File: src/hdl/multilevel_bucket_priority_queue_defines.svh
// Assertion macros for the multilevel bucket priority queue.
// Needs clk_i and rst_ni in the module that uses them.
`ifndef MULTILEVEL_BUCKET_PRIORITY_QUEUE_DEFINES_SVH
`define MULTILEVEL_BUCKET_PRIORITY_QUEUE_DEFINES_SVH

// check a condition at every clock edge out of reset
`define MLBPQ_CHECK(lbl, cond, msg) \
  lbl: assert property (@(posedge clk_i) disable iff (!rst_ni) (cond)) else $error(msg);

// check that an antecedent implies a consequent in the same cycle
`define MLBPQ_CHECK_IMP(lbl, ante, cons, msg) \
  lbl: assert property (@(posedge clk_i) disable iff (!rst_ni) (ante) |-> (cons)) else $error(msg);

`endif

File: src/hdl/mlbpq_ram.sv
// Generic simple dual-port RAM: one write port, one read port,
// read data registered. No dependencies.
module mlbpq_ram #(
  parameter int unsigned WIDTH = 8,
  parameter int unsigned DEPTH = 2,
  parameter int unsigned AW    = $clog2(DEPTH)
) (
  input  logic             clk_i,
  input  logic             we_i,
  input  logic [AW-1:0]    waddr_i,
  input  logic [WIDTH-1:0] wdata_i,
  input  logic [AW-1:0]    raddr_i,
  output logic [WIDTH-1:0] rdata_o
);

  logic [WIDTH-1:0] mem_q [DEPTH];
  logic [WIDTH-1:0] rdata_q;

  always_ff @(posedge clk_i) begin
    if (we_i) begin
      mem_q[waddr_i] <= wdata_i;
    end
    rdata_q <= mem_q[raddr_i];
  end

  assign rdata_o = rdata_q;

endmodule

File: config.mk
export PLATFORM = sky130hd
export DESIGN_NAME = mlbpq_ram
export DESIGN_NICKNAME = d
export VERILOG_FILES = /design/src/hdl/multilevel_bucket_priority_queue_defines.svh /design/src/hdl/mlbpq_ram.sv
export SDC_FILE = /design/constraint.sdc
export NUM_CORES = 1
export LEC_CHECK = 0
export BUFFER_PORTS_ARGS = -buffer_cell sky130_fd_sc_hd__buf_4
export CAP_MARGIN = 30
export CORE_UTILIZATION = 40
export CTS_BUF_LIST = sky130_fd_sc_hd__clkbuf_4 sky130_fd_sc_hd__clkbuf_8
export DETAILED_ROUTE_END_ITERATION = 10
export PLACE_DENSITY_LB_ADDON = 0.1
export SETUP_SLACK_MARGIN = 0.3
export SLEW_MARGIN = 20
export SYNTH_ARGS = -nofsm -noshare
export SYNTH_HDL_FRONTEND = slang
export SYNTH_SLANG_ARGS = --single-unit
File: constraint.sdc
create_clock -name clk_i -period 1.5 [get_ports clk_i]
set_input_delay 0.225 -clock clk_i [delete_from_list [all_inputs] [get_ports clk_i]]
set_output_delay 0.225 -clock clk_i [all_outputs]
set_load 0.03 [all_outputs]
==> results.rst <==
.. list-table::
   :header-rows: 1

   * - Metric
     - Value
   * - Fin Clk Skew
     - 0.956 ps
   * - Hold Worst Slack
     - 99.7 ps
   * - Number of pins exceeding their max-slew limit in the final report
     - 0
   * - RSZ-0062 raised after global routing
     - no
   * - Boundary Pins
     - 20
   * - Quantity of gates resized following cts
     - 0
   * - Aggregate global-route resource usage
     - 11.0%
   * - Endpoint of the lowest-slack register-to-register path
     - rdata_o[4]
   * - Outcome
     - completed
   * - Critical path capture point type
     - output pin
   * - Largest net degree at the start of global routing
     - 14
   * - Detailed-route via count
     - 368
   * - Pwr per Cell Area
     - 1200 nW/um2
   * - Chain of cells forming the critical path
     - buf_4
   * - Maximum fanout count along the critical path
     - 1
   * - Area of all sequential standard cells
     - 641 um2
   * - Hold bufs inserted after CTS
     - 0
   * - Hold Path End
     - mem_q[0][6]
   * - Net count, final
     - 72
   * - Endpoints failing hold
     - 0
   * - Area growth syn-to-layout
     - 26.0%
   * - Vias per inst
     - 4.38
   * - CTS sink count
     - 24
   * - Root Buffer
     - sky130_fd_sc_hd__clkbuf_4
   * - R2R Setup Slk
     - 740 ps
   * - Ratio of cells with drive above 1 in the final layout
     - 54.2%
   * - Drt initial violations
     - 0
   * - Bufs and invs on worst path
     - 1
   * - Kind of critical path
     - reg -> out
   * - Area of the die
     - 2140 um2
   * - CTS max path bufs
     - 2
   * - Clock buffers created by TritonCTS
     - 3
   * - Postcts setup bufs
     - 0
   * - Sequential share of power
     - 64.8%
   * - Worst path required time
     - 1270 ps
   * - Worst path arrival time
     - 790 ps
   * - Number of inserted filler cells in the final layout
     - 150
   * - Final period demand of the worst path
     - 1010 ps
   * - Worst min-delay path category
     - in -> reg
   * - Final setup violation count
     - 0
   * - Min-Delay Path Depth
     - 1
   * - Total internal power
     - 0.000930 W
   * - Clock tree from TritonCTS
     - done
   * - Number of remaining DRC errors
     - 0
   * - Setup TNS after final layout
     - 0 ps
   * - Number of cell instances on the worst register-to-register path
     - 1
   * - Wire length reported by the detailed router
     - 1050 um
   * - DR pass1 iterations
     - 1
   * - Register area share after synthesis
     - 81.7%
   * - H-tree depth
     - 1
   * - Part of the power in combinational logic
     - 12.5%
   * - Clock transition at the registers of the reported paths
     - 120 ps
   * - Max-slew headroom
     - 75.5%
   * - Syn Area/Cell
     - 22.4 um2
   * - Achievable Freq
     - 0.989 GHz
   * - Post-Synthesis Cell Area
     - 785 um2
   * - Vertical die dimension
     - 46.3 um
   * - Remaining antenna violation count after routing
     - 0
   * - Reported net switching power
     - 0.000258 W
   * - Post-Syn Nets
     - 47
   * - Multi-input gate area in the final layout
     - 133 um2
   * - Starting density of the core
     - 44.0%
   * - VDD IR-drop max
     - 0.609 mV
   * - Leakage
     - 0.405 nW
   * - Row Count
     - 15
   * - #FFs+latches synth
     - 24
   * - Post-detailed-placement half-perimeter wirelength
     - 790 um
   * - First-pass GRT wire length
     - 1520 um
   * - Floorplan die width
     - 46.3 um
   * - Min-delay src
     - wdata_i[6]
   * - Worst reg2reg path startpoint
     - mem_q[0][4]
   * - Number of max-cap violations
     - 0
   * - Biggest cell delay along the critical path
     - 340 ps
   * - Part of the power in the clock network
     - 22.7%
   * - Library cells used by synthesis
     - 6
   * - Commonest non-fill, non-tap cell in the layout
     - sky130_fd_sc_hd__buf_4
   * - Switching share of power
     - 21.7%
   * - Category of the worst setup path launch point
     - flip-flop
   * - Number of antenna violations at the first check in global routing
     - 0
   * - Count of input and output buffers
     - 19
   * - Most used cells in the layout excluding fill and tap cells
     - sky130_fd_sc_hd__buf_4, sky130_fd_sc_hd__edfxtp_1, sky130_fd_sc_hd__mux2_4, sky130_fd_sc_hd__dfxtp_1, sky130_fd_sc_hd__clkbuf_4
   * - Placer's final routability congestion estimate
     - 0.614
   * - # diodes
     - 0
   * - Number of global-route vias before repair
     - 373
   * - Core region area
     - 1780 um2
   * - Instance count of the mapped netlist
     - 35
   * - Critical-path cell with the highest stage delay
     - sky130_fd_sc_hd__dfxtp_1
   * - Pin slew with the least headroom to its limit
     - 368 ps
   * - Ratio of final minimum period to clock period
     - 67.4%
   * - Clock latency reported for the late side of the worst-skew pair
     - 300 ps
   * - Final global-route overflow total
     - 0
   * - CP delay by family, top
     - flip-flops
   * - Count of warnings emitted by yosys
     - 0
   * - WL per Instance
     - 12.5 um
-- cells in the mapped netlist --
cell	instances	area, um2
sky130_fd_sc_hd__dfxtp_1	8	160
sky130_fd_sc_hd__mux2_4	8	120
sky130_fd_sc_hd__buf_6	1	11.3
sky130_fd_sc_hd__edfxtp_1	16	480
sky130_fd_sc_hd__nor2b_1	1	6.26
sky130_fd_sc_hd__and2_1	1	6.26
-- sequential cells by signal, summed over array words and instances, names as in the netlist --
name	count
rdata_o	8
mem_q	16
-- cells by family (layout without fill, tap and decap cells) --
logic type	count (synthesis)	count (layout)	share of synthesized area, %
DFF	24	24	81.7
and+or+nand+nor	2	2	1.60
buffers and inverters	1	25	1.44
muxes	8	8	15.3
-- worst max-delay path by stage --
stage	startpoint	endpoint	slack, ps	cells past startpoint
floorplan	we_i	mem_q[0][0]	480	1
global placement	waddr_i	mem_q[1][0]	530	2
detailed placement	waddr_i	mem_q[1][3]	480	2
CTS	rdata_o[1]	rdata_o[1]	470	1
global route	rdata_o[7]	rdata_o[7]	430	1
finish	rdata_o[6]	rdata_o[6]	490	1
-- power by group through the flow --
stage | Combinational (W) | Clock [W] | Sequential (W)
after floorplan | 0.0000455 | 0 | 0.000824
after global placement | 0.000146 | 0 | 0.000784
after detailed placement | 0.000150 | 0 | 0.000786
after CTS | 0.000150 | 0.000284 | 0.000771
after global routing | 0.000156 | 0.000313 | 0.000775
final | 0.000148 | 0.000270 | 0.000770
-- through the flow --
step	util, %	power (W)	instance area [um2]	std cells	setup WS (ps)
3_5_place_dp	54.0	0.000936	962	80	484
4_1_cts	55.4	0.00121	988	84	474
6_report	55.4	0.00119	988	84	489
3_3_place_gp	54.0	0.000929	962	80	530
5_1_grt	55.4	0.00124	988	84	431
2_1_floorplan	-	0.000869	785	35	482
-- routing by layer --
| layer | up-vias | track usage (%) | wire, um |
|---|---|---|---|
| li1 | 179 | - | - |
| met1 | 177 | 12.5 | 405 |
| met2 | 12 | 18.6 | 597 |
| met3 | 0 | 2.35 | 44 |
| met4 | 0 | 7.06 | 0 |
| met5 | - | 0 | 0 |
-- area by class of cell --
cell class | count | share of cell area [%]
clock inverters | 1 | 0.380
multi-input cells | 10 | 13.4
repair buffers | 21 | 15.9
well taps | 25 | 3.16
flip-flops and latches | 24 | 64.8
clock buffers | 3 | 2.28
(Power assumes the default switching activity.)
