==> src/hdl/multilevel_bucket_priority_queue_defines.svh <==
// Assertion macros for the multilevel bucket priority queue.
// Needs clk_i and rst_ni in the module that uses them.
`ifndef MULTILEVEL_BUCKET_PRIORITY_QUEUE_DEFINES_SVH
`define MULTILEVEL_BUCKET_PRIORITY_QUEUE_DEFINES_SVH

// check a condition at every clock edge out of reset
`define MLBPQ_CHECK(lbl, cond, msg) \
  lbl: assert property (@(posedge clk_i) disable iff (!rst_ni) (cond)) else $error(msg);

// check that an antecedent implies a consequent in the same cycle
`define MLBPQ_CHECK_IMP(lbl, ante, cons, msg) \
  lbl: assert property (@(posedge clk_i) disable iff (!rst_ni) (ante) |-> (cons)) else $error(msg);

`endif

==> src/hdl/mlbpq_pkg.sv <==
// Package of the multilevel bucket priority queue: field widths, default
// parameters, operation codes, controller states and the result struct.
// No dependencies.
package mlbpq_pkg;

  localparam int unsigned LEVELS_DEF     = 2;
  localparam int unsigned KEY_BITS_DEF   = 16;
  localparam int unsigned DIGIT_BITS_DEF = 8;
  localparam int unsigned MAX_ITEMS_DEF  = 1024;

  localparam int unsigned OP_W     = 2;
  localparam int unsigned KEY_IN_W = 16;
  localparam int unsigned ID_W     = 10;
  localparam int unsigned TOTAL_W  = 11;

  typedef enum logic [OP_W-1:0] {
    OP_INSERT   = 2'd0,
    OP_EXTRACT  = 2'd1,
    OP_DECREASE = 2'd2
  } op_e;

  typedef enum logic [4:0] {
    ST_CLEAR,
    ST_IDLE,
    ST_FETCH,
    ST_CHECK,
    ST_LVL,
    ST_BRD,
    ST_BCHK,
    ST_SCAN,
    ST_SCAN_END,
    ST_TAKE,
    ST_B1_RD,
    ST_B1_WR,
    ST_B2_RD,
    ST_B2_WR,
    ST_RNEXT,
    ST_RRD,
    ST_RCHK,
    ST_DONE
  } state_e;

  typedef struct packed {
    logic [ID_W-1:0]    result_id;
    logic               queue_empty;
    logic               bad_request;
    logic [TOTAL_W-1:0] item_total;
  } res_t;

endpackage

==> src/hdl/mlbpq_core.sv <==
// Controller of the multilevel bucket priority queue: sequences clearing,
// insert, decrease and extract over the item and bucket memories.
// Depends on mlbpq_pkg and the assertion macro header.
`include "multilevel_bucket_priority_queue_defines.svh"

module mlbpq_core
  import mlbpq_pkg::*;
#(
  parameter int unsigned LEVELS     = LEVELS_DEF,
  parameter int unsigned KEY_BITS   = KEY_BITS_DEF,
  parameter int unsigned DIGIT_BITS = DIGIT_BITS_DEF,
  parameter int unsigned MAX_ITEMS  = MAX_ITEMS_DEF,
  localparam int unsigned IDX_W  = $clog2(MAX_ITEMS),
  localparam int unsigned LVL_W  = (LEVELS > 1) ? $clog2(LEVELS) : 1,
  localparam int unsigned REC_W  = 1 + KEY_BITS + LVL_W + DIGIT_BITS,
  localparam int unsigned BA_W   = LVL_W + DIGIT_BITS,
  localparam int unsigned CNT_W  = $clog2(MAX_ITEMS + 1)
) (
  input  logic                clk_i,
  input  logic                rst_ni,
  input  logic                in_valid_i,
  output logic                in_stall_o,
  input  logic [OP_W-1:0]     operation_i,
  input  logic [KEY_IN_W-1:0] key_i,
  input  logic [ID_W-1:0]     item_id_i,
  input  logic                out_free_i,
  output logic                res_valid_o,
  output res_t                res_o,
  output logic                ir_we_o,
  output logic [IDX_W-1:0]    ir_waddr_o,
  output logic [REC_W-1:0]    ir_wdata_o,
  output logic [IDX_W-1:0]    ir_raddr_o,
  input  logic [REC_W-1:0]    ir_rdata_i,
  output logic                br_we_o,
  output logic [BA_W-1:0]     br_waddr_o,
  output logic [CNT_W-1:0]    br_wdata_o,
  output logic [BA_W-1:0]     br_raddr_o,
  input  logic [CNT_W-1:0]    br_rdata_i
);

  localparam int unsigned BDEPTH = 1 << BA_W;
  localparam int unsigned CLR_N  = (MAX_ITEMS > BDEPTH) ? MAX_ITEMS : BDEPTH;
  localparam int unsigned CLR_W  = $clog2(CLR_N);
  localparam int unsigned SUM_W  = CNT_W + 2;

  function automatic logic [LVL_W-1:0] lvl_of(input logic [KEY_BITS-1:0] k,
                                               input logic [KEY_BITS-1:0] last);
    logic [KEY_BITS-1:0] d;
    logic [LVL_W-1:0]    l;
    d = k ^ last;
    l = '0;
    for (int j = 1; j < int'(LEVELS); j++) begin
      if ((d >> (j * DIGIT_BITS)) != '0) l = LVL_W'(j);
    end
    return l;
  endfunction

  function automatic logic [DIGIT_BITS-1:0] bkt_of(input logic [KEY_BITS-1:0] k,
                                                   input logic [LVL_W-1:0] l);
    logic [KEY_BITS-1:0] s;
    s = k >> (int'(l) * DIGIT_BITS);
    return DIGIT_BITS'(s);
  endfunction

  state_e                state_q, state_d;
  logic [OP_W-1:0]       op_q, op_d;
  logic [KEY_IN_W-1:0]   key_q, key_d;
  logic [ID_W-1:0]       id_q, id_d;
  logic [ID_W-1:0]       rid_q, rid_d;
  logic                  empty_q, empty_d;
  logic                  bad_q, bad_d;
  logic [KEY_BITS-1:0]   last_q, last_d;
  logic [CNT_W-1:0]      held_q, held_d;
  logic [CNT_W-1:0]      fill_q [LEVELS];
  logic [CNT_W-1:0]      fill_d [LEVELS];
  logic [CLR_W-1:0]      clr_q, clr_d;
  logic [LVL_W-1:0]      lev_q, lev_d;
  logic [DIGIT_BITS-1:0] bkt_q, bkt_d;
  logic [IDX_W-1:0]      scan_q, scan_d;
  logic [IDX_W-1:0]      chk_q, chk_d;
  logic                  pv_q, pv_d;
  logic                  found_q, found_d;
  logic [IDX_W-1:0]      best_q, best_d;
  logic [KEY_BITS-1:0]   bestkey_q, bestkey_d;
  logic [BA_W-1:0]       ba1_q, ba1_d;
  logic [BA_W-1:0]       ba2_q, ba2_d;
  logic                  need_b2_q, need_b2_d;
  logic                  redist_q, redist_d;
  logic                  rfirst_q, rfirst_d;

  logic                  accept;
  logic                  id_ok;
  logic [IDX_W-1:0]      id_idx;
  logic [KEY_BITS-1:0]   kval;
  logic                  rec_present;
  logic [KEY_BITS-1:0]   rec_key;
  logic [LVL_W-1:0]      rec_lev;
  logic [DIGIT_BITS-1:0] rec_bkt;
  logic                  rec_match;
  logic                  scan_hit;
  logic                  scan_better;
  logic                  scan_last;
  logic                  clr_last;
  logic [KEY_BITS-1:0]   place_key;
  logic [LVL_W-1:0]      new_lev;
  logic [DIGIT_BITS-1:0] new_bkt;
  logic [LVL_W-1:0]      lsel;
  logic                  lany;
  logic                  finc, fdec;
  logic [LVL_W-1:0]      lvl_inc, lvl_dec;
  logic [SUM_W-1:0]      fill_sum;

  assign accept      = in_valid_i && (state_q == ST_IDLE);
  assign id_ok       = 32'(id_q) < MAX_ITEMS;
  assign id_idx      = IDX_W'(id_q);
  assign kval        = KEY_BITS'(key_q);
  assign rec_present = ir_rdata_i[REC_W-1];
  assign rec_key     = ir_rdata_i[REC_W-2 -: KEY_BITS];
  assign rec_lev     = ir_rdata_i[BA_W-1 -: LVL_W];
  assign rec_bkt     = ir_rdata_i[DIGIT_BITS-1:0];
  assign rec_match   = rec_present && (rec_lev == lev_q) && (rec_bkt == bkt_q);
  assign scan_hit    = pv_q && rec_match;
  assign scan_better = scan_hit && (!found_q || (rec_key < bestkey_q));
  assign scan_last   = scan_q == IDX_W'(MAX_ITEMS - 1);
  assign clr_last    = clr_q == CLR_W'(CLR_N - 1);
  assign place_key   = (state_q == ST_RCHK) ? rec_key : kval;
  assign new_lev     = lvl_of(place_key, last_q);
  assign new_bkt     = bkt_of(place_key, new_lev);

  always_comb begin
    lsel = '0;
    lany = 1'b0;
    for (int l = int'(LEVELS) - 1; l >= 0; l--) begin
      if (fill_q[l] != '0) begin
        lsel = LVL_W'(l);
        lany = 1'b1;
      end
    end
  end

  always_comb begin
    fill_sum = '0;
    for (int l = 0; l < int'(LEVELS); l++) begin
      fill_sum = fill_sum + SUM_W'(fill_q[l]);
    end
  end

  always_comb begin
    for (int l = 0; l < int'(LEVELS); l++) begin
      fill_d[l] = fill_q[l]
                + CNT_W'(finc && (lvl_inc == LVL_W'(l)))
                - CNT_W'(fdec && (lvl_dec == LVL_W'(l)));
    end
  end

  assign ir_raddr_o = (state_q == ST_FETCH) ? id_idx : scan_q;
  always_comb begin
    unique case (state_q)
      ST_BRD:   br_raddr_o = {lev_q, bkt_q};
      ST_B2_RD: br_raddr_o = ba2_q;
      default:  br_raddr_o = ba1_q;
    endcase
  end

  // next state
  always_comb begin
    state_d = state_q;
    unique case (state_q)
      ST_CLEAR: if (clr_last) state_d = ST_IDLE;
      ST_IDLE: begin
        if (accept) begin
          unique case (operation_i)
            OP_INSERT, OP_DECREASE: state_d = ST_FETCH;
            OP_EXTRACT:             state_d = ST_LVL;
            default:                state_d = ST_DONE;
          endcase
        end
      end
      ST_FETCH: state_d = ST_CHECK;
      ST_CHECK: begin
        if (op_q == OP_INSERT) begin
          state_d = (!id_ok || rec_present) ? ST_DONE : ST_B2_RD;
        end else begin
          state_d = (!id_ok || !rec_present) ? ST_DONE : ST_B1_RD;
        end
      end
      ST_LVL:   state_d = lany ? ST_BRD : ST_DONE;
      ST_BRD:   state_d = ST_BCHK;
      ST_BCHK: begin
        if (br_rdata_i == '0 && bkt_q != '1) state_d = ST_BRD;
        else state_d = ST_SCAN;
      end
      ST_SCAN:     if (scan_last) state_d = ST_SCAN_END;
      ST_SCAN_END: state_d = (found_q || scan_hit) ? ST_TAKE : ST_DONE;
      ST_TAKE:     state_d = ST_B1_RD;
      ST_B1_RD:    state_d = ST_B1_WR;
      ST_B1_WR: begin
        if (need_b2_q) state_d = ST_B2_RD;
        else state_d = redist_q ? ST_RNEXT : ST_DONE;
      end
      ST_B2_RD: state_d = ST_B2_WR;
      ST_B2_WR: state_d = redist_q ? ST_RNEXT : ST_DONE;
      ST_RNEXT: state_d = (!rfirst_q && scan_last) ? ST_DONE : ST_RRD;
      ST_RRD:   state_d = ST_RCHK;
      ST_RCHK:  state_d = rec_match ? ST_B1_RD : ST_RNEXT;
      ST_DONE:  if (out_free_i) state_d = ST_IDLE;
      default:  state_d = ST_IDLE;
    endcase
  end

  // datapath and memory control
  always_comb begin
    op_d = op_q;       key_d = key_q;         id_d = id_q;
    rid_d = rid_q;     empty_d = empty_q;     bad_d = bad_q;
    last_d = last_q;   held_d = held_q;       clr_d = clr_q;
    lev_d = lev_q;     bkt_d = bkt_q;         scan_d = scan_q;
    chk_d = chk_q;     pv_d = pv_q;           found_d = found_q;
    best_d = best_q;   bestkey_d = bestkey_q;
    ba1_d = ba1_q;     ba2_d = ba2_q;         need_b2_d = need_b2_q;
    redist_d = redist_q;                      rfirst_d = rfirst_q;
    ir_we_o = 1'b0;    ir_waddr_o = scan_q;   ir_wdata_o = '0;
    br_we_o = 1'b0;    br_waddr_o = ba1_q;    br_wdata_o = '0;
    finc = 1'b0;       fdec = 1'b0;
    lvl_inc = new_lev; lvl_dec = lev_q;
    res_valid_o = 1'b0;
    unique case (state_q)
      ST_CLEAR: begin
        ir_we_o    = 32'(clr_q) < MAX_ITEMS;
        ir_waddr_o = clr_q[IDX_W-1:0];
        br_we_o    = 32'(clr_q) < BDEPTH;
        br_waddr_o = clr_q[BA_W-1:0];
        clr_d      = clr_q + CLR_W'(1);
      end
      ST_IDLE: begin
        if (accept) begin
          op_d    = operation_i;
          key_d   = key_i;
          id_d    = item_id_i;
          rid_d   = '0;
          empty_d = 1'b0;
          bad_d   = 1'b0;
        end
      end
      ST_CHECK: begin
        ir_waddr_o = id_idx;
        ir_wdata_o = {1'b1, kval, new_lev, new_bkt};
        ba1_d      = {rec_lev, rec_bkt};
        ba2_d      = {new_lev, new_bkt};
        redist_d   = 1'b0;
        need_b2_d  = 1'b1;
        lvl_dec    = rec_lev;
        if (op_q == OP_INSERT) begin
          if (!id_ok || rec_present) begin
            bad_d = 1'b1;
          end else begin
            ir_we_o = 1'b1;
            finc    = 1'b1;
            held_d  = held_q + CNT_W'(1);
          end
        end else begin
          if (!id_ok || !rec_present) begin
            bad_d = 1'b1;
          end else begin
            ir_we_o = 1'b1;
            finc    = 1'b1;
            fdec    = 1'b1;
          end
        end
      end
      ST_LVL: begin
        lev_d = lsel;
        bkt_d = '0;
        if (!lany) empty_d = 1'b1;
      end
      ST_BCHK: begin
        if (br_rdata_i == '0 && bkt_q != '1) bkt_d = bkt_q + DIGIT_BITS'(1);
        scan_d  = '0;
        pv_d    = 1'b0;
        found_d = 1'b0;
      end
      ST_SCAN, ST_SCAN_END: begin
        chk_d = scan_q;
        pv_d  = 1'b1;
        if (state_q == ST_SCAN && !scan_last) scan_d = scan_q + IDX_W'(1);
        if (scan_hit) found_d = 1'b1;
        if (scan_better) begin
          best_d    = chk_q;
          bestkey_d = rec_key;
        end
        if (state_q == ST_SCAN_END && !(found_q || scan_hit)) empty_d = 1'b1;
      end
      ST_TAKE: begin
        ir_we_o    = 1'b1;
        ir_waddr_o = best_q;
        last_d     = bestkey_q;
        held_d     = held_q - CNT_W'(1);
        fdec       = 1'b1;
        rid_d      = ID_W'(best_q);
        ba1_d      = {lev_q, bkt_q};
        need_b2_d  = 1'b0;
        redist_d   = lev_q != '0;
        rfirst_d   = 1'b1;
      end
      ST_B1_WR: begin
        br_we_o    = 1'b1;
        br_waddr_o = ba1_q;
        br_wdata_o = br_rdata_i - CNT_W'(1);
      end
      ST_B2_WR: begin
        br_we_o    = 1'b1;
        br_waddr_o = ba2_q;
        br_wdata_o = br_rdata_i + CNT_W'(1);
      end
      ST_RNEXT: begin
        if (rfirst_q) begin
          scan_d   = '0;
          rfirst_d = 1'b0;
        end else if (!scan_last) begin
          scan_d = scan_q + IDX_W'(1);
        end
      end
      ST_RCHK: begin
        if (rec_match) begin
          ir_we_o    = 1'b1;
          ir_waddr_o = scan_q;
          ir_wdata_o = {1'b1, rec_key, new_lev, new_bkt};
          finc       = 1'b1;
          fdec       = 1'b1;
          ba1_d      = {lev_q, bkt_q};
          ba2_d      = {new_lev, new_bkt};
          need_b2_d  = 1'b1;
        end
      end
      ST_DONE: res_valid_o = out_free_i;
      default: ;
    endcase
  end

  always_ff @(posedge clk_i or negedge rst_ni) begin
    if (!rst_ni) begin
      state_q  <= ST_CLEAR;
      clr_q    <= '0;
      last_q   <= '0;
      held_q   <= '0;
      for (int l = 0; l < int'(LEVELS); l++) fill_q[l] <= '0;
    end else begin
      state_q  <= state_d;
      clr_q    <= clr_d;
      last_q   <= last_d;
      held_q   <= held_d;
      fill_q   <= fill_d;
    end
  end

  always_ff @(posedge clk_i) begin
    op_q      <= op_d;
    key_q     <= key_d;
    id_q      <= id_d;
    rid_q     <= rid_d;
    empty_q   <= empty_d;
    bad_q     <= bad_d;
    lev_q     <= lev_d;
    bkt_q     <= bkt_d;
    scan_q    <= scan_d;
    chk_q     <= chk_d;
    pv_q      <= pv_d;
    found_q   <= found_d;
    best_q    <= best_d;
    bestkey_q <= bestkey_d;
    ba1_q     <= ba1_d;
    ba2_q     <= ba2_d;
    need_b2_q <= need_b2_d;
    redist_q  <= redist_d;
    rfirst_q  <= rfirst_d;
  end

  assign in_stall_o        = state_q != ST_IDLE;
  assign res_o.result_id   = rid_q;
  assign res_o.queue_empty = empty_q;
  assign res_o.bad_request = bad_q;
  assign res_o.item_total  = TOTAL_W'(held_q);

  `MLBPQ_CHECK(a_fill_matches_held, fill_sum == SUM_W'(held_q), "level fill sum differs from held count")
  `MLBPQ_CHECK_IMP(a_flags_exclusive, res_valid_o, !(res_o.queue_empty && res_o.bad_request), "empty and bad both set")
  `MLBPQ_CHECK_IMP(a_empty_no_id, res_valid_o && res_o.queue_empty, res_o.result_id == '0, "empty result carries an id")

endmodule

==> config.mk <==
export PLATFORM = sky130hd
export DESIGN_NAME = mlbpq_core
export DESIGN_NICKNAME = d
export VERILOG_FILES = /design/src/hdl/mlbpq_pkg.sv /design/src/hdl/mlbpq_core.sv
export VERILOG_INCLUDE_DIRS = /design/src /design/src/hdl
export SDC_FILE = /design/constraint.sdc
export NUM_CORES = 1
export LEC_CHECK = 0
export BUFFER_PORTS_ARGS = -buffer_cell sky130_fd_sc_hd__buf_4
export CELL_PAD_IN_SITES_DETAIL_PLACEMENT = 0
export CELL_PAD_IN_SITES_GLOBAL_PLACEMENT = 2
export CORE_MARGIN = 3
export CORE_UTILIZATION = 35
export DETAILED_ROUTE_END_ITERATION = 8
export PLACE_DENSITY = 0.87
export RECOVER_POWER = 25
export REMOVE_ABC_BUFFERS = 1
export SLEW_MARGIN = 40
export SYNTH_ARGS = -nofsm -noshare
export SYNTH_HDL_FRONTEND = slang
export SYNTH_SLANG_ARGS = --single-unit
==> constraint.sdc <==
create_clock -name clk_i -period 8.62 [get_ports clk_i]
set_input_delay 0 -clock clk_i [delete_from_list [all_inputs] [get_ports clk_i]]
set_output_delay 0 -clock clk_i [all_outputs]
set_load 0.01 [all_outputs]
==> flow_summary.toml, run 1 <==
[status]
outcome = "finished with violations"
violations = "capacitance limit, slew limit"

[global_routing]
grt_max_degree = 34
antenna_found_initial = 0
grt_util_met2_pct = 30.7
top_usage_layer = "met2"
grt_pass1_wl_um = 46600
grtUsageMet1_pct = 27.3
overflow = 0
track_usage_pct = 19.0
grt_pass1_vias = 8258
use_met3_pct = 3.07

[floorplan]
die_area_um2 = 31700
die_h_um = 178
coreArea_um2 = 28900
core.rowCount = 62
ios = 171
start_util_pct = 35.8
die_x_um = 178

[yosys]
synthArstFlopShare_pct = 32.2
seq_area_frac_synth_pct = 47.7
syn_avg_cell_area_um2 = 10.3
synth-seq-cells = 174
synthesis.area_um2 = 10400
yosys_warnings = 0
synthCells = 1008
synth_edf_count = 118
synth_ff_type = "edfxtp_1"
synth_cell_type_count = 73

[critical_path]
crit_slowest_cell = "dfrtp_1"
max_stage_delay_ns = 0.62
crit_chain = "nor2_1 > nand2_1 > a2111oi_0 > a31o_1 > and4b_2 > nand2_1 > ha_1 > inv_1 > ha_1 > inv_1 > fa_1 > nand2b_1 > a21o_1 > a211oi_1 > o41ai_1 > nand2_1 > o211ai_1"
cp.arrival_ns = 5.29
cp-start-kind = "register"
endpoint_kind = "register"
crit_buf_inv = 2
cpMostUsedCell = "nand2_1"
cp_top_family = "simple AND/OR/NAND/NOR gates"
required_ns = 8.91
crit_type = "register to register"
cp_max_fo = 21

[clock_network]
clkTransAtPathRegs_ns = 0.07
cts_buffer_depth = 2
insertion_delay_ns = 0.44
cts_tree = "built"
cts-htree-levels = 4
post-cts-setup-buffers = 0
cts_root_buf = "clkbuf_16"
numCtsBuffers = 17
clock_sinks = 174

[routing]
avgRoutedWirePerCell_um = 18.2
drt_pass1_iterations = 5
final_antenna_net_count = 0
drt-initial-drc-count = 649
drc = 0
wl_um = 29700
vias_per_cell = 5.15
dr_total_vias = 8400

[layout]
final_layout_size_suffix_gt1_share_pct = 18.4
fin_nets = 1375
diodes = 0
final_common_cell = "buf_4"
final_cell_mix = "buf_4 (137), nand2_1 (127), edfxtp_1 (118), nor2_1 (88), inv_1 (81)"
areaGrowthSynthToFinish_pct = 27.4

[placed_design]
port_buffers = 170
place_hpwl_um = 22800
gp_congestion = 0.882
place_ws_ns = 3.43

[sta]
layout_setup_ws_ns = 3.62
fin_setup_tns_ns = 0
skew_ns = 0.0191
final.period_utilization_pct = 58.0
slew_violations = 59
rsz0062_at_grt = "no"
fmaxAchievable_mhz = 200
slew_headroom_pct = -36.0
hold_viol = 0
setup-violations-final = 0
worstMarginPinSlew_ns = 2.04
layout_min_cycle_time_ns = 5.00

[power]
power.density_nw_per_um2 = 306
peakVddDrop_v = 0.000215
p_leak_nw = 5.68
finalPower_mw = 4.04

[job]
cap_violations = 2

[min_path]
hold_path_class = "input pin to register"
[worst register-to-register path, delay by kind of cell, from the launching register on]
kind,cells,cell delay (ns)
compound gates,6,1.49
fa+ha+maj,3,0.84
buf+inv,2,0.12
flops,1,0.62
simple gates,6,1.79
[what timing repair did]
item	CTS	global route
gates resized for setup	0	0
hold buffers	55	0
endpoints found under the setup margin	0	0
hold endpoints to repair	110	0
[flip-flops by register name, indices dropped and copies added, names as in the netlist, 11 cells and up]
register and count:
fill_q 22, bestkey_q 16, key_q 16, held_q 11
[report_power, final]
group	total (mW)	switching, mW	leakage (nW)	internal (mW)
combinational	1.90	1.08	3.60	0.820
clock	0.802	0.402	0.300	0.401
sequential	1.34	0.194	1.78	1.15
total	4.04	1.67	5.68	2.37
[area by class of cell]
class	count	area, um2
inverter	83	312
sequential	174	4940
clock inverter	15	210
timing repair buffer	238	1840
tap	384	480
multi-input combinational	720	4990
clock buffer	17	425
fill	2756	15700
[cell usage after synthesis (5+ instances only)]
library cell | n | area share [%]
and2_1 | 12 | 0.72
o21ai_0 | 33 | 1.6
nand2_1 | 127 | 4.6
nand3_1 | 22 | 1.1
a21o_1 | 10 | 0.72
a2111oi_0 | 5 | 0.42
ha_1 | 68 | 8.2
inv_1 | 81 | 2.9
or2_2 | 5 | 0.30
dfrtp_1 | 56 | 14
nor4_1 | 6 | 0.36
nand4_1 | 13 | 0.78
nand2b_1 | 14 | 0.85
buf_2 | 6 | 0.29
mux2_2 | 20 | 2.2
nor2_1 | 89 | 3.2
o31ai_1 | 5 | 0.36
edfxtp_1 | 118 | 34
a22oi_1 | 18 | 1.3
a211oi_1 | 7 | 0.51
nor2b_1 | 14 | 0.85
xor2_1 | 30 | 2.5
a31oi_1 | 8 | 0.48
xnor2_1 | 40 | 3.4
mux2_1 | 7 | 0.76
a21oi_1 | 35 | 1.7
and3_1 | 7 | 0.42
mux2i_1 | 26 | 2.5
clkbuf_1 | 20 | 0.72
a221oi_1 | 9 | 0.76
nor3_1 | 16 | 0.77
o211ai_1 | 10 | 0.72
[stage by stage]
step | instances | utilization (%) | hold WS (ns) | cell area, um2
after global routing | 1631 | 45.6 | 0.0799 | 13200
after global placement | 1543 | 41.7 | 0.156 | 12100
after detailed placement | 1544 | 41.8 | -0.0543 | 12100
final | 1631 | 45.6 | 0.0471 | 13200
after floorplan | 977 | - | -0.296 | 10200
after CTS | 1631 | 45.9 | 0.00387 | 13300
[per-layer routing]
| metal | up-vias | wire length, um |
|---|---|---|
| met3 | 22 | 1670 |
| met1 | 4047 | 13700 |
| met4 | 0 | 342 |
| met5 | - | 0 |
| li1 | 4080 | - |
| met2 | 251 | 14100 |
[cells by family after synthesis]
logic type                 Yosys count  synth area share [%]
AOI/OAI and AO/OA                  181                  12.0
and+or+nand+nor                    344                  15.5
adders and majority gates           72                  8.98
buffers and inverters              114                  4.38
xor gates and xnor gates            70                  5.92
muxes                               53                  5.45
DFF                                174                  47.7
[final timing paths]
| check | slack [ns] | from | to | depth (start not counted) |
|---|---|---|---|---|
| worst max-delay path | 3.62 | state_q[1] | fill_q[21] | 17 |
| worst min-delay path | 0.05 | in_valid_i | bad_q | 3 |
| worst max register to register | 3.62 | state_q[1] | fill_q[21] | 17 |
| worst min register to register | 0.42 | chk_q[1] | best_q[1] | 0 |
| max in group asynchronous | 5.57 | rst_ni | fill_q[11] | 3 |
| min in group asynchronous | 0.45 | rst_ni | held_q[5] | 2 |
Power figures use the tool's default switching activity.
==> inputs of run 2 (changes only) <==
Settings changed: ABC_AREA set to 1, PLACE_DENSITY 0.87 to 0.91.
Clock period 8.62 ns to 5.1 ns, I/O delays scaled along.
==> flow_summary.toml, run 2 <==
[status]
outcome = "finished with violations"
violations = "capacitance limit, slew limit"

[global_routing]
antenna_found_initial = 0
grt_max_degree = 57
grtUsageMet1_pct = 26.5
overflow = 0
grt_pass1_vias = 9350
top_usage_layer = "met2"
use_met3_pct = 3.10
grt_util_met2_pct = 32.3
grt_pass1_wl_um = 51100
track_usage_pct = 19.5

[layout]
reg.largest.list = "fill_q: 22 flops, bestkey_q: 16 flops, key_q: 16 flops"
areaGrowthSynthToFinish_pct = 25.7
final_cells = 1889
final_common_cell = "nand2_1"
regMostFlops = "fill_q"
fin_nets = 1627
multi_input_area_um2 = 4910
largest_register_ffs = 22
diodes = 0
final_core_util_pct = 45.3
stdcell_area_um2 = 13600
final_layout_size_suffix_gt1_share_pct = 16.6
final_cell_mix = "nand2_1 (244), inv_1 (214), buf_4 (133), edfxtp_1 (118), nor2_1 (89)"
regArea_um2 = 4940
num-fill-cells = 2950

[routing]
avgRoutedWirePerCell_um = 17.1
vias_per_cell = 5.00
wl_um = 32400
dr_total_vias = 9448
drt_pass1_iterations = 5
drc = 0
drt-initial-drc-count = 620
final_antenna_net_count = 0

[critical_path]
r2r_slack_ns = 1.31
max_stage_delay_ns = 0.58
cp-start-kind = "register"
required_ns = 5.10
reg2reg_from = "state_q[0]"
endpoint_kind = "output pin"
crit_type = "register to output pin"
crit_slowest_cell = "dfrtp_1"
crit_chain = "inv_1 > nand3_1 > nor2_2 > inv_1 > buf_4 > ha_1 > a21oi_1 > o21ai_0 > a21o_1 > a21oi_1 > xor2_1 > nor2_1 > buf_4"
timing.rr.end = "fill_q[19]"
cp.arrival_ns = 3.95
rr_worst_depth = 19
cp_max_fo = 23

[floorplan]
ios = 171
die_area_um2 = 33100
core.rowCount = 63
coreArea_um2 = 30000
die_x_um = 182
die_h_um = 182
start_util_pct = 36.0

[yosys]
synth-xor-area-share_pct = 3.88
seq_area_frac_synth_pct = 45.7
synth_cell_type_count = 48
synthAdderAreaFrac_pct = 8.60
yosysMostFrequentCell = "nand2_1"
synth_top_family_by_area = "simple AND/OR/NAND/NOR gates"
synthesis.area_um2 = 10800
yosys_warnings = 0
synth_mux_area_share_pct = 0
synthCells = 1259
synth-seq-cells = 174
netlist.area_leader.share_pct = 32.7
synth_ff_type = "edfxtp_1"
synth_edf_count = 118
synth_area_leaders = "edfxtp_1 (33%), dfrtp_1 (13%), nand2_1 (8.5%), ha_1 (7.9%), inv_1 (7.4%)"
yosys.area_share.simple_pct = 21.7
synthArstFlopShare_pct = 32.2
yosysTopAreaCell = "edfxtp_1"
ys_top_cells_by_count = "nand2_1 (244), inv_1 (214), edfxtp_1 (118)"
synth_compound_area_share_pct = 11.0
syn_avg_cell_area_um2 = 8.60

[power]
power.density_nw_per_um2 = 501
p_leak_nw = 6.48
finalPower_mw = 6.82
peakVddDrop_v = 0.000249

[sta]
worstMarginPinSlew_ns = 3.48
hold_viol = 0
layout_min_cycle_time_ns = 3.95
fmaxAchievable_mhz = 253
slew_violations = 57
fin_setup_tns_ns = 0
final.period_utilization_pct = 77.4
rsz0062_at_grt = "no"
slew_headroom_pct = -132
whs_ns = 0.0935
layout_setup_ws_ns = 1.15
setup-violations-final = 0
skew_ns = 0.0192

[clock_network]
cts_resized = 0
insertion_delay_ns = 0.44
cts_buffer_depth = 2
clkTransAtPathRegs_ns = 0.07
post-cts-setup-buffers = 0
numCtsBuffers = 17
cts_root_buf = "clkbuf_16"
clock_sinks = 174
cts-htree-levels = 4
cts_tree = "built"

[min_path]
hp-start = "in_valid_i"
hold_path_depth = 3
hold_path_end = "op_q[0]"
hold_path_class = "input pin to register"

[placed_design]
place_hpwl_um = 24900
place_ws_ns = 1.34
placed_cell_area_um2 = 12500
gp_congestion = 0.923
port_buffers = 170
placed_cells = 1802

[job]
cap_violations = 1
-- run 2: worst max path at each step --
stage	startpoint	end	cells after the start
3_5_place_dp	state_q[0]	fill_q[19]	19
3_3_place_gp	state_q[0]	fill_q[19]	19
2_1_floorplan	state_q[4]	fill_q[8]	15
5_1_grt	state_q[4]	br_wdata_o[7]	13
4_1_cts	state_q[4]	br_wdata_o[8]	13
6_report	state_q[4]	br_wdata_o[8]	13
-- run 2: logic make-up after synthesis --
logic type | Yosys count
simple gates | 515
buf+inv | 252
compound gates | 198
flops | 174
fa+ha+maj | 72
xor+xnor | 48
-- run 2: area by class of cell --
class                           count  area share [%]
Timing Repair Buffer              234            13.5
Sequential cell                   174            36.3
Tap cell                          390            3.59
Inverter                          226            6.23
Multi-Input combinational cell    833            36.1
Clock inverter                     13           0.726
Clock buffer                       19            3.49
-- run 2: where the power goes --
group | internal, mW | leakage [nW] | switching (mW) | total [mW]
Combinational | 1.29 | 4.41 | 2.02 | 3.31
Clock | 0.692 | 0.291 | 0.609 | 1.30
Sequential | 1.95 | 1.78 | 0.256 | 2.21
-- run 2: worst max-delay path: cells and delay by family (launching register included) --
| kind | cells | cell delay [ns] |
|---|---|---|
| AOI/OAI and AO/OA | 4 | 0.68 |
| DFF | 1 | 0.58 |
| adders and majority gates | 1 | 0.36 |
| and+or+nand+nor | 3 | 0.69 |
| xor gates and xnor gates | 1 | 0.20 |
| buffers and inverters | 4 | 0.99 |
-- run 2: per-layer routing --
layer	vias up	share of wire (%)
met5	-	0
met4	0	1.8
met3	34	5.0
met2	265	48
met1	4499	45
li1	4650	-
-- run 2: timing repair --
action	CTS	global route
setup endpoints to repair	0	0
hold buffers	55	0
endpoints found under the hold margin	110	0
==> inputs of run 3 (changes only) <==
Clock period 5.1 ns to 3.9 ns, I/O delays scaled along.
==> flow_summary.toml, run 3 (same netlist as run 2, synthesis figures left out) <==
[power]
finalPower_mw = 9.00
power.density_nw_per_um2 = 656
p_leak_nw = 6.54
peakVddDrop_v = 0.000354

[floorplan]
start_util_pct = 36.0
die_area_um2 = 33100
coreArea_um2 = 30000
die_x_um = 182
ios = 171
die_h_um = 182
core.rowCount = 63

[clock_network]
cts_tree = "built"
cts-htree-levels = 4
numCtsBuffers = 17
insertion_delay_ns = 0.44
clkTransAtPathRegs_ns = 0.07
cts_resized = 0
cts_buffer_depth = 2
cts_root_buf = "clkbuf_16"
clock_sinks = 174

[routing]
final_antenna_net_count = 0
avgRoutedWirePerCell_um = 17.0
drt_pass1_iterations = 5
drt-initial-drc-count = 640
vias_per_cell = 5.01
wl_um = 32300
dr_total_vias = 9520
drc = 0

[sta]
worstMarginPinSlew_ns = 2.78
layout_setup_ws_ns = 0.373
layout_min_cycle_time_ns = 3.53
hold_viol = 0
skew_ns = 0.0181
fmaxAchievable_mhz = 284
rsz0062_at_grt = "no"
fin_setup_tns_ns = 0
slew_violations = 57
final.period_utilization_pct = 90.4
setup-violations-final = 0
slew_headroom_pct = -85.3

[critical_path]
required_ns = 4.24
endpoint_kind = "register"
cp.arrival_ns = 3.87
cp-start-kind = "register"
crit_type = "register to register"
cp_max_fo = 19
reg2reg_from = "state_q[4]"
crit_path_start = "state_q[4]"

[layout]
final_layout_size_suffix_gt1_share_pct = 17.1
areaGrowthSynthToFinish_pct = 26.7
final_common_cell = "nand2_1"
num-fill-cells = 2970
regMostFlops = "fill_q"
largest_register_ffs = 22
reg.largest.list = "fill_q: 22 flops, bestkey_q: 16 flops, key_q: 16 flops"
final_cell_mix = "nand2_1 (244), inv_1 (214), buf_4 (145), edfxtp_1 (118), nor2_1 (88)"
diodes = 0
fin_nets = 1640

[global_routing]
grt_pass1_wl_um = 50500
track_usage_pct = 19.4
grt_pass1_vias = 9358
overflow = 0
grt_max_degree = 57
antenna_found_initial = 0

[status]
violations = "capacitance limit, slew limit"
outcome = "finished with violations"

[job]
cap_violations = 1

[placed_design]
place_ws_ns = 0.322
place_hpwl_um = 24900
gp_congestion = 0.938
port_buffers = 170

[min_path]
hold_path_class = "input pin to register"
hp-start = "in_valid_i"
-- run 3: worst max-delay path, cell delays in order (launching register included) --
cell and delay [ns]:
dfrtp_1 0.72, nand3_4 0.33, nand2_1 0.19, nand3_1 0.08, nand2_1 0.08, nand2_2 0.08, nor2_8 0.18, nand2_2 0.10
inv_2 0.06, nand2_1 0.05, ha_1 0.26, inv_1 0.06, ha_1 0.19, inv_1 0.08, fa_1 0.42, nor2_1 0.12
nor2_1 0.07, o21bai_1 0.18, xor2_1 0.17
-- run 3: per-layer routing --
| layer | wire length, um | track usage [%] | vias up |
|---|---|---|---|
| li1 | - | - | 4692 |
| met4 | 886 | 6.37 | 0 |
| met5 | 0 | 0 | - |
| met2 | 15300 | 32.3 | 310 |
| met1 | 14300 | 25.8 | 4466 |
| met3 | 1800 | 2.98 | 52 |
-- run 3: worst paths after layout --
path | slack [ns] | end | cells past startpoint
setup / recovery | 0.37 | fill_q[19] | 18
hold / removal | 0.09 | id_idx[6] | 3
setup reg to reg | 0.37 | fill_q[19] | 18
hold reg to reg | 0.42 | best_q[6] | 0
max in group asynchronous | 1.14 | clr_q[8] | 2
min in group asynchronous | 1.12 | fill_q[9] | 2
-- run 3: area by class of cell --
type	instances	area [um2]	area share (%)
clock inverters	13	150	1.09
repair buffers	247	1950	14.2
well taps	390	488	3.56
flip-flops and latches	174	4940	36.1
clock buffers	19	433	3.16
multi-input cells	833	4900	35.8
inverters	226	848	6.19
-- run 3: report_power, final --
group	total, mW	leakage [nW]	switching [mW]	internal (mW)
clock network	1.73	0.280	0.776	0.958
registers	2.87	1.78	0.324	2.55
logic	4.39	4.48	2.67	1.72
-- run 3: timing repair --
action / CTS / global route
endpoints found under the setup margin: 0 / 2
setup buffers: 0 / 8
hold endpoints to repair: 110 / 0
hold buffers: 55 / 0
-- run 3: per-stage QoR --
stage                     hold slack (ns)  cells  instance area, um2  utilization [%]
after floorplan                    -0.296   1233               10700                -
after global placement              0.155   1806               12600             41.8
after detailed placement            0.158   1807               12600             41.9
after CTS                          0.0773   1894               13700             45.7
after global routing               0.0932   1902               13700             45.7
final                              0.0897   1902               13700             45.7
